[src/rtl/sredge_pkg.sv]
// Shared constants for the segment versus rectangle edge intersection block.
`timescale 1ns / 1ps

package sredge_pkg;

   localparam int CoordBitsDefault = 16;
   localparam int NumEdges         = 4;
   localparam int NumFields        = 8;
   localparam int RspDataBits      = 8;

   typedef enum logic [1:0] {
      EDGE_TOP    = 2'd0,
      EDGE_RIGHT  = 2'd1,
      EDGE_BOTTOM = 2'd2,
      EDGE_LEFT   = 2'd3
   } edge_type;

endpackage

[src/rtl/segment_rect_edge_intersect.sv]
// Top level: pipelined test of a line segment against the closed edges of a rectangle.
`timescale 1ns / 1ps

// Each req transaction carries segment endpoints A, B and two opposite rectangle corners P, Q;
// each rsp transaction returns hits_edge, set when the segment touches or crosses any of the
// four closed edges. A segment wholly inside the rectangle returns 0. The block takes one
// transaction per cycle while rsp is not stalled and returns results in order. The four register
// stages are corner sort, coordinate differences and edge compares, four signed multiplies of
// (COORD_BITS+1) bits, and the cross-product sign compare into the output register. Each stage
// holds its item while the next one is full and stalled, so bubbles collapse and a stalled output
// does not block intake until the pipe is full.
module segment_rect_edge_intersect
   import sredge_pkg::*;
#(
   parameter int COORD_BITS = CoordBitsDefault
) (
   input  logic                            clock,
   input  logic                            reset,
   input  logic                            req_tvalid,
   output logic                            req_tready,
   // seg_ax, seg_ay, seg_bx, seg_by, corner_px, corner_py, corner_qx, corner_qy
   input  logic [NumFields*COORD_BITS-1:0] req_tdata,
   output logic                            rsp_tvalid,
   input  logic                            rsp_tready,
   // hits_edge, then zero fill
   output logic [RspDataBits-1:0]          rsp_tdata
);

   localparam int CB = COORD_BITS;
   localparam int DB = COORD_BITS + 1;
   localparam int PB = 2 * DB;

   logic signed [CB-1:0] in_ax, in_ay, in_bx, in_by, in_px, in_py, in_qx, in_qy;

   assign in_ax = req_tdata[0*CB +: CB];
   assign in_ay = req_tdata[1*CB +: CB];
   assign in_bx = req_tdata[2*CB +: CB];
   assign in_by = req_tdata[3*CB +: CB];
   assign in_px = req_tdata[4*CB +: CB];
   assign in_py = req_tdata[5*CB +: CB];
   assign in_qx = req_tdata[6*CB +: CB];
   assign in_qy = req_tdata[7*CB +: CB];

   // stage handshake
   logic v1_ff, v2_ff, v3_ff, v4_ff;
   logic v1_in, v2_in, v3_in, v4_in;
   logic rdy1, rdy2, rdy3, rdy4;

   assign rdy4       = !v4_ff || rsp_tready;
   assign rdy3       = !v3_ff || rdy4;
   assign rdy2       = !v2_ff || rdy3;
   assign rdy1       = !v1_ff || rdy2;
   assign req_tready = rdy1;

   assign v1_in = rdy1 ? req_tvalid : v1_ff;
   assign v2_in = rdy2 ? v1_ff : v2_ff;
   assign v3_in = rdy3 ? v2_ff : v3_ff;
   assign v4_in = rdy4 ? v3_ff : v4_ff;

   always_ff @(posedge clock) begin
      if (reset) begin
         v1_ff <= 1'b0;
         v2_ff <= 1'b0;
         v3_ff <= 1'b0;
         v4_ff <= 1'b0;
      end else begin
         v1_ff <= v1_in;
         v2_ff <= v2_in;
         v3_ff <= v3_in;
         v4_ff <= v4_in;
      end
   end

   // stage 1: sort corners, segment extent, direction
   logic signed [CB-1:0] ax_ff, ay_ff, bx_ff, by_ff;
   logic signed [CB-1:0] lft_ff, rgt_ff, bot_ff, top_ff;
   logic signed [CB-1:0] sxmin_ff, sxmax_ff, symin_ff, symax_ff;
   logic signed [DB-1:0] dx_ff, dy_ff;
   logic signed [CB-1:0] lft_in, rgt_in, bot_in, top_in;
   logic signed [CB-1:0] sxmin_in, sxmax_in, symin_in, symax_in;
   logic signed [DB-1:0] dx_in, dy_in;

   always_comb begin
      lft_in   = (in_px < in_qx) ? in_px : in_qx;
      rgt_in   = (in_px < in_qx) ? in_qx : in_px;
      bot_in   = (in_py < in_qy) ? in_py : in_qy;
      top_in   = (in_py < in_qy) ? in_qy : in_py;
      sxmin_in = (in_ax < in_bx) ? in_ax : in_bx;
      sxmax_in = (in_ax < in_bx) ? in_bx : in_ax;
      symin_in = (in_ay < in_by) ? in_ay : in_by;
      symax_in = (in_ay < in_by) ? in_by : in_ay;
      dx_in    = DB'(in_bx) - DB'(in_ax);
      dy_in    = DB'(in_by) - DB'(in_ay);
   end

   always_ff @(posedge clock) begin
      if (rdy1) begin
         ax_ff    <= in_ax;
         ay_ff    <= in_ay;
         bx_ff    <= in_bx;
         by_ff    <= in_by;
         lft_ff   <= lft_in;
         rgt_ff   <= rgt_in;
         bot_ff   <= bot_in;
         top_ff   <= top_in;
         sxmin_ff <= sxmin_in;
         sxmax_ff <= sxmax_in;
         symin_ff <= symin_in;
         symax_ff <= symax_in;
         dx_ff    <= dx_in;
         dy_ff    <= dy_in;
      end
   end

   // stage 2: corner offsets from A, quick reject, per-edge box and side tests
   logic signed [DB-1:0] xl_ff, xr_ff, yt_ff, yb_ff, dx2_ff, dy2_ff;
   logic signed [DB-1:0] xl_in, xr_in, yt_in, yb_in;
   logic [NumEdges-1:0]  pre2_ff, pre2_in;
   logic                 quick2_ff, quick2_in;
   logic [NumEdges-1:0]  box_ok, side_rej;

   always_comb begin
      xl_in = DB'(lft_ff) - DB'(ax_ff);
      xr_in = DB'(rgt_ff) - DB'(ax_ff);
      yt_in = DB'(top_ff) - DB'(ay_ff);
      yb_in = DB'(bot_ff) - DB'(ay_ff);

      quick2_in = (symin_ff > top_ff) || (symax_ff < bot_ff) ||
                  (sxmin_ff > rgt_ff) || (sxmax_ff < lft_ff);

      box_ok[EDGE_TOP]    = !((sxmax_ff < lft_ff) || (rgt_ff < sxmin_ff) ||
                              (symax_ff < top_ff) || (top_ff < symin_ff));
      box_ok[EDGE_RIGHT]  = !((sxmax_ff < rgt_ff) || (rgt_ff < sxmin_ff) ||
                              (symax_ff < bot_ff) || (top_ff < symin_ff));
      box_ok[EDGE_BOTTOM] = !((sxmax_ff < lft_ff) || (rgt_ff < sxmin_ff) ||
                              (symax_ff < bot_ff) || (bot_ff < symin_ff));
      box_ok[EDGE_LEFT]   = !((sxmax_ff < lft_ff) || (lft_ff < sxmin_ff) ||
                              (symax_ff < bot_ff) || (top_ff < symin_ff));

      side_rej[EDGE_TOP]    = (rgt_ff != lft_ff) &&
                              (((ay_ff > top_ff) && (by_ff > top_ff)) ||
                               ((ay_ff < top_ff) && (by_ff < top_ff)));
      side_rej[EDGE_RIGHT]  = (top_ff != bot_ff) &&
                              (((ax_ff > rgt_ff) && (bx_ff > rgt_ff)) ||
                               ((ax_ff < rgt_ff) && (bx_ff < rgt_ff)));
      side_rej[EDGE_BOTTOM] = (rgt_ff != lft_ff) &&
                              (((ay_ff > bot_ff) && (by_ff > bot_ff)) ||
                               ((ay_ff < bot_ff) && (by_ff < bot_ff)));
      side_rej[EDGE_LEFT]   = (top_ff != bot_ff) &&
                              (((ax_ff > lft_ff) && (bx_ff > lft_ff)) ||
                               ((ax_ff < lft_ff) && (bx_ff < lft_ff)));

      pre2_in = box_ok & ~side_rej;
   end

   always_ff @(posedge clock) begin
      if (rdy2) begin
         xl_ff     <= xl_in;
         xr_ff     <= xr_in;
         yt_ff     <= yt_in;
         yb_ff     <= yb_in;
         dx2_ff    <= dx_ff;
         dy2_ff    <= dy_ff;
         pre2_ff   <= pre2_in;
         quick2_ff <= quick2_in;
      end
   end

   // stage 3: cross-product terms
   logic signed [PB-1:0] pxl_ff, pxr_ff, pyt_ff, pyb_ff;
   logic signed [PB-1:0] pxl_in, pxr_in, pyt_in, pyb_in;
   logic [NumEdges-1:0]  pre3_ff;
   logic                 quick3_ff;

   always_comb begin
      pxl_in = PB'(xl_ff) * PB'(dy2_ff);
      pxr_in = PB'(xr_ff) * PB'(dy2_ff);
      pyt_in = PB'(yt_ff) * PB'(dx2_ff);
      pyb_in = PB'(yb_ff) * PB'(dx2_ff);
   end

   always_ff @(posedge clock) begin
      if (rdy3) begin
         pxl_ff    <= pxl_in;
         pxr_ff    <= pxr_in;
         pyt_ff    <= pyt_in;
         pyb_ff    <= pyb_in;
         pre3_ff   <= pre2_ff;
         quick3_ff <= quick2_ff;
      end
   end

   // stage 4: corner side of line AB, combine into result
   logic pos_lt, neg_lt, pos_rt, neg_rt, pos_rb, neg_rb, pos_lb, neg_lb;
   logic [NumEdges-1:0] line_ok;
   logic hit_ff, hit_in;

   always_comb begin
      pos_lt = pxl_ff > pyt_ff;
      neg_lt = pxl_ff < pyt_ff;
      pos_rt = pxr_ff > pyt_ff;
      neg_rt = pxr_ff < pyt_ff;
      pos_rb = pxr_ff > pyb_ff;
      neg_rb = pxr_ff < pyb_ff;
      pos_lb = pxl_ff > pyb_ff;
      neg_lb = pxl_ff < pyb_ff;

      line_ok[EDGE_TOP]    = !((pos_lt && pos_rt) || (neg_lt && neg_rt));
      line_ok[EDGE_RIGHT]  = !((pos_rt && pos_rb) || (neg_rt && neg_rb));
      line_ok[EDGE_BOTTOM] = !((pos_rb && pos_lb) || (neg_rb && neg_lb));
      line_ok[EDGE_LEFT]   = !((pos_lb && pos_lt) || (neg_lb && neg_lt));

      hit_in = !quick3_ff && (|(pre3_ff & line_ok));
   end

   always_ff @(posedge clock) begin
      if (rdy4) begin
         hit_ff <= hit_in;
      end
   end

   assign rsp_tvalid = v4_ff;
   assign rsp_tdata  = {{(RspDataBits-1){1'b0}}, hit_ff};

   a_intake_blocked_only_when_full : assert property (
      @(posedge clock) disable iff (reset)
      !req_tready |-> (v1_ff && v2_ff && v3_ff && rsp_tvalid && !rsp_tready))
      else $error("intake blocked while pipeline has room");

   a_stage3_holds_on_stall : assert property (
      @(posedge clock) disable iff (reset)
      (v3_ff && !rdy3) |=> (v3_ff && $stable(pxl_ff) && $stable(pyb_ff)))
      else $error("stage 3 changed while stalled");

   a_output_advances_on_take : assert property (
      @(posedge clock) disable iff (reset)
      (rsp_tvalid && rsp_tready && !v3_ff) |=> !rsp_tvalid)
      else $error("result repeated after transaction");

   a_zero_fill : assert property (
      @(posedge clock) disable iff (reset)
      rsp_tvalid |-> (rsp_tdata[RspDataBits-1:1] == '0))
      else $error("rsp fill bits not zero");

endmodule
[config.mk]
export PLATFORM = sky130hd
export DESIGN_NAME = segment_rect_edge_intersect
export DESIGN_NICKNAME = d
export VERILOG_FILES = /design/src/rtl/sredge_pkg.sv /design/src/rtl/segment_rect_edge_intersect.sv
export SDC_FILE = /design/constraint.sdc
export NUM_CORES = 2
export LEC_CHECK = 0
export BUFFER_PORTS_ARGS = -buffer_cell sky130_fd_sc_hd__buf_4
export CAP_MARGIN = 10
export CORE_MARGIN = 2
export CORE_UTILIZATION = 50
export DETAILED_ROUTE_END_ITERATION = 6
export PLACE_DENSITY = 0.66
export SLEW_MARGIN = 15
export SYNTH_ARGS = -nofsm -noshare
export SYNTH_HDL_FRONTEND = slang
export SYNTH_SLANG_ARGS = --single-unit
export TNS_END_PERCENT = 10
[constraint.sdc]
create_clock -name clock -period 20.3 [get_ports clock]
set_input_delay 3.045 -clock clock [delete_from_list [all_inputs] [get_ports clock]]
set_output_delay 3.045 -clock clock [all_outputs]
set_load 0.1 [all_outputs]
# Word level (Yosys, flattened, before mapping)
# Cells that the tools add are included.
[word_totals] memories=0 latch_bits=0 mem_bits_rw=0 input_bits=132 romBits=0 output_inout_bits=10 regBits=479 wordCells=155
[classes] n_mul=4 reduce_logical=61 muxes=8 div_mod_pow=0 shifts=0 bitwise=3 magnitude_cmp=38 n_addsub=6 n_eq_ne=2
[ops] op="$lt 16x16->1" count=20
[ops] op="$gt 16x16->1" count=10
[ops] op="$gt 34x34->1" count=4
[ops] op="$lt 34x34->1" count=4
[ops] op="$mul 17x17->34" count=4
[ops] op="$mux 16" count=8
[ops] op="$sub 16x16->17" count=6
[ops] op="$ne 16x16->1" count=2
[ops] op="$logic_or 1x1->1" count=26
[ops] op="$logic_and 1x1->1" count=21
[ops] op="$logic_not 1->1" count=13
[ops] op="$and 4x4->4" count=2
[ops] op="$not 4->4" count=1
[ops] op="$reduce_or 4->1" count=1

# Depth between registers and ports, before layout
[logic_depth] depth_word=7 depth_mapped=24 depth_no_buf=23

# Worst setup path before layout
# OpenSTA, ideal clock, no wires.
[synth_timing] path_kind="input port to output port" start="in rsp_tready" end="out req_tready" path_buffers=0 t_required_ps=17255 arrival_time_ps=8675 cell_stages=3 path_slack_ps=8580 cell_sequence="nor2b_1 -> and3_1 -> nand2_1"
[synth_between] elab_chain_cells=4
[synth_lines] item="from (decl)" line_no="segment_rect_edge_intersect.sv:24" text="input logic rsp_tready,"
[synth_lines] item="$logic_or 1x1->1" line_no="segment_rect_edge_intersect.sv:49" text="assign rdy4 = !v4_ff || rsp_tready;"
[synth_lines] item="$logic_or 1x1->1" line_no="segment_rect_edge_intersect.sv:50" text="assign rdy3 = !v3_ff || rdy4;"
[synth_lines] item="$logic_or 1x1->1" line_no="segment_rect_edge_intersect.sv:51" text="assign rdy2 = !v2_ff || rdy3;"
[synth_lines] item="$logic_or 1x1->1" line_no="segment_rect_edge_intersect.sv:52" text="assign rdy1 = !v1_ff || rdy2;"
[synth_lines] item="to (decl)" line_no="segment_rect_edge_intersect.sv:20" text="output logic req_tready,"
# No other way between the ends.

# Worst setup path in the final report
# Ends and elaborated chain as after synthesis.

==> out/summary.txt <==
Ratio of cells with drive above 1 in the final layout: 5.892%
Post-Synth XOR/XNOR Area: 2.692%
Clk sinks: 479
Compound-gate portion of the synthesized area: 7.094%
H-tree depth: 2
Post-CTS setup buffers: 0
CTS Hold Bufs: 0
Multi-input gate area: 0.05197 sq mm
DRC violations left: 0
Period utilization: 38.31%
Skew-Pair Late Insertion Delay: 0.68 ns
CP endpoint kind: primary output
Relative slew slack: 18.23%
Final Routed Wirelength: 182.4 mm
Status: complete, no violations
DRT antenna net count: 0
WS Path Type: in -> out
Clock-pin slew on the worst setup and hold paths: 0.06 ns
Hold_ws: 0.4168 ns
WP data arrival: 4.73 ns
Placed Cells: 9165
CP required: 17.26 ns
Final net count: 9419
Grt total ovfl: 0
Core Box Area: 0.1452 sq mm
Reg2reg start: dx2_ff[16]
Synthesized area per cell: 10.05 sq um
Synthesized flop and latch total: 479
Routed metal-1 wire length: 77.33 mm
Wire length on met3: 9.223 mm
Syn-to-layout area delta: 6.883%
Num ports: 142
Starting Density: 50.19%
Initial DRT Pass Iterations: 5
Ys flop type: edfxtp_1
Die Height: 385.8 um
Top Metal Used: met5
Vias: 50600
Fin crit period: 7.777 ns
Max cap viols: 0
Post-synth top area share: 32.69%
Hold path start: dy_ff[8]
Worst Max-Slew Pin Slew: 1.196 ns
Mapped cell area: 0.07288 sq mm
Max Clk Rate: 128.6 MHz
Met2 layer wire length in the routed design: 87.90 mm
WHS Path Cells: 0
Fill count: 12790
Largest family of logic cells by synthesized area: adder cells
Site Rows: 140
Die area: 0.1488 sq mm
Simple-gate area share of the yosys netlist: 13.07%
Startpoint types: input port
Vias in the first global route: 53970
Total CTS buffers: 55
Die Wd: 385.8 um
Vias per cell: 5.457
Final setup violation count: 0
First-pass GRT wire length: 294.9 mm
Bufs on Longest Clock Path: 3
Worst r2r dst: pyt_ff[32]
Largest net degree at the start of global routing: 177
Hold violation total from the final report: 0
Initial antenna violation count: 10
Fraction of registers with async set or reset after synthesis: 0%
Root Buffer Master: clkbuf_16
Seq/Total Area, Yosys: 19.68%
FF+latch area: 0.01434 sq mm
Slew Limit Fails: 0
Routability cong.: 0.9030
Post-DP HPWL: 146.5 mm
Synth Area in Adders: 46.29%
CP Max Fanout: 52
Number of distinct library cells after synthesis: 82
TNS Setup: 0 ns
Drt wl/cell: 19.67 um
R2R setup slack: 12.89 ns
Cells after Synth: 7249
Layout Cells excl Fill: 9272
Ys Warns: 0
Post-synth EDFFs: 475
Gr usage total: 25.45%
IO buf count: 134
1st-iter DRT viols: 3177
RSZ-0062 raised after global routing: false
Area leader, netlist: fa_1
Hold Path Class: reg -> reg
Mux cell area share after synthesis: 2.112%
Synth area leaders: fa_1 (33%), edfxtp_1 (20%), ha_1 (14%)
Clk_skew: 0.05173 ns
TritonCTS clock tree: yes
Worst Hold Path EP: dy2_ff[8]
Worst R2R Path Depth: 20
Post-CTS sizing: 0
## registers in the layout (all words and copies together), names as in the netlist, 17 cells and up
name,cells
pyt_ff,34
dx_ff,17
yb_ff,17
pyb_ff,34
yt_ff,17
dy2_ff,17
dx2_ff,17
dy_ff,17
pxl_ff,34
pxr_ff,34
xr_ff,17
xl_ff,17
## placed cells by master, fill, tap and decap left out, drive strengths merged, types with 14 or more instances in the layout
| master | Yosys | final |
|---|---|---|
| xnor2 | 183 | 183 |
| and3 | 24 | 24 |
| nand2 | 648 | 648 |
| nand2b | 64 | 64 |
| a2111oi | 16 | 16 |
| a21oi | 197 | 197 |
| fa | 1190 | 1190 |
| o211ai | 23 | 23 |
| a31oi | 17 | 17 |
| clkinv | 2 | 26 |
| or3 | 17 | 17 |
| nand4 | 68 | 68 |
| ha | 792 | 792 |
| o21bai | 26 | 26 |
| nor2b | 57 | 57 |
| nor2 | 239 | 239 |
| nand3 | 53 | 53 |
| edfxtp | 475 | 475 |
| nor4 | 18 | 18 |
| clkbuf | 176 | 59 |
| or2 | 14 | 14 |
| buf | 18 | 187 |
| a211oi | 41 | 41 |
| nor3 | 78 | 78 |
| inv | 1553 | 1555 |
| and2 | 585 | 585 |
| o21a | 45 | 45 |
| a21o | 129 | 129 |
| o21ai | 149 | 149 |
| xor2 | 41 | 41 |
| a21boi | 22 | 22 |
| mux2 | 126 | 126 |
## logic make-up after synthesis
| family | count (synthesis) |
|---|---|
| buf+inv | 1749 |
| mux | 138 |
| xor+xnor | 224 |
| compound gates | 782 |
| flops | 479 |
| simple gates | 1894 |
| other cells | 1 |
| fa+ha+maj | 1982 |
## synthesized netlist by cell type (56+ instances only)
| master | n |
|---|---|
| nor2b_1 | 56 |
| nand2b_1 | 64 |
| a21oi_1 | 196 |
| a21o_1 | 129 |
| mux2_2 | 126 |
| o21ai_0 | 131 |
| ha_1 | 792 |
| inv_1 | 1553 |
| nor2_1 | 239 |
| xnor2_1 | 183 |
| and2_1 | 585 |
| nor3_1 | 78 |
| fa_1 | 1190 |
| clkbuf_1 | 176 |
| nand4_1 | 68 |
| edfxtp_1 | 475 |
| nand2_1 | 648 |
## worst max path at each step
stage,start,end,slack (ns)
after floorplan,rsp_tready,req_tready,8.58
after global placement,rsp_tready,req_tready,12.58
after detailed placement,rsp_tready,req_tready,12.53
after CTS,rsp_tready,req_tready,12.53
after global routing,rsp_tready,req_tready,12.39
final,rsp_tready,req_tready,12.52
## layout make-up
cell class,count,share of cell area (%)
clock inverters,42,0.6602
diodes,6,0.01928
clock buffers,59,1.786
well taps,1917,3.079
multi-input cells,5027,66.73
inverters,1555,7.497
repair buffers,187,1.818
flip-flops and latches,479,18.41
## worst max-delay path: stages
cell     delay [ns]
buf_4          0.11
nor2b_1        0.34
and3_1         0.38
nand2_4        0.42
buf_4          0.41
## per-layer routing
layer	global-route usage [%]	vias up
li1	-	23180
met1	34.08	25740
met2	42.84	1376
met3	2.536	309
met4	9.627	2
met5	0	-
## through the flow
| step | utilization (%) | setup WS [ns] | cell area (sq um) |
|---|---|---|---|
| floorplan | - | 8.580 | 72900 |
| global placement | 52.32 | 12.58 | 75970 |
| CTS | 53.63 | 12.53 | 77880 |
| finish | 53.64 | 12.52 | 77890 |
| detailed placement | 52.32 | 12.53 | 75970 |
| global route | 53.64 | 12.39 | 77890 |
Power is not shown: default switching activity piles up to over one toggle a cycle in this logic, so the estimate is an artifact.
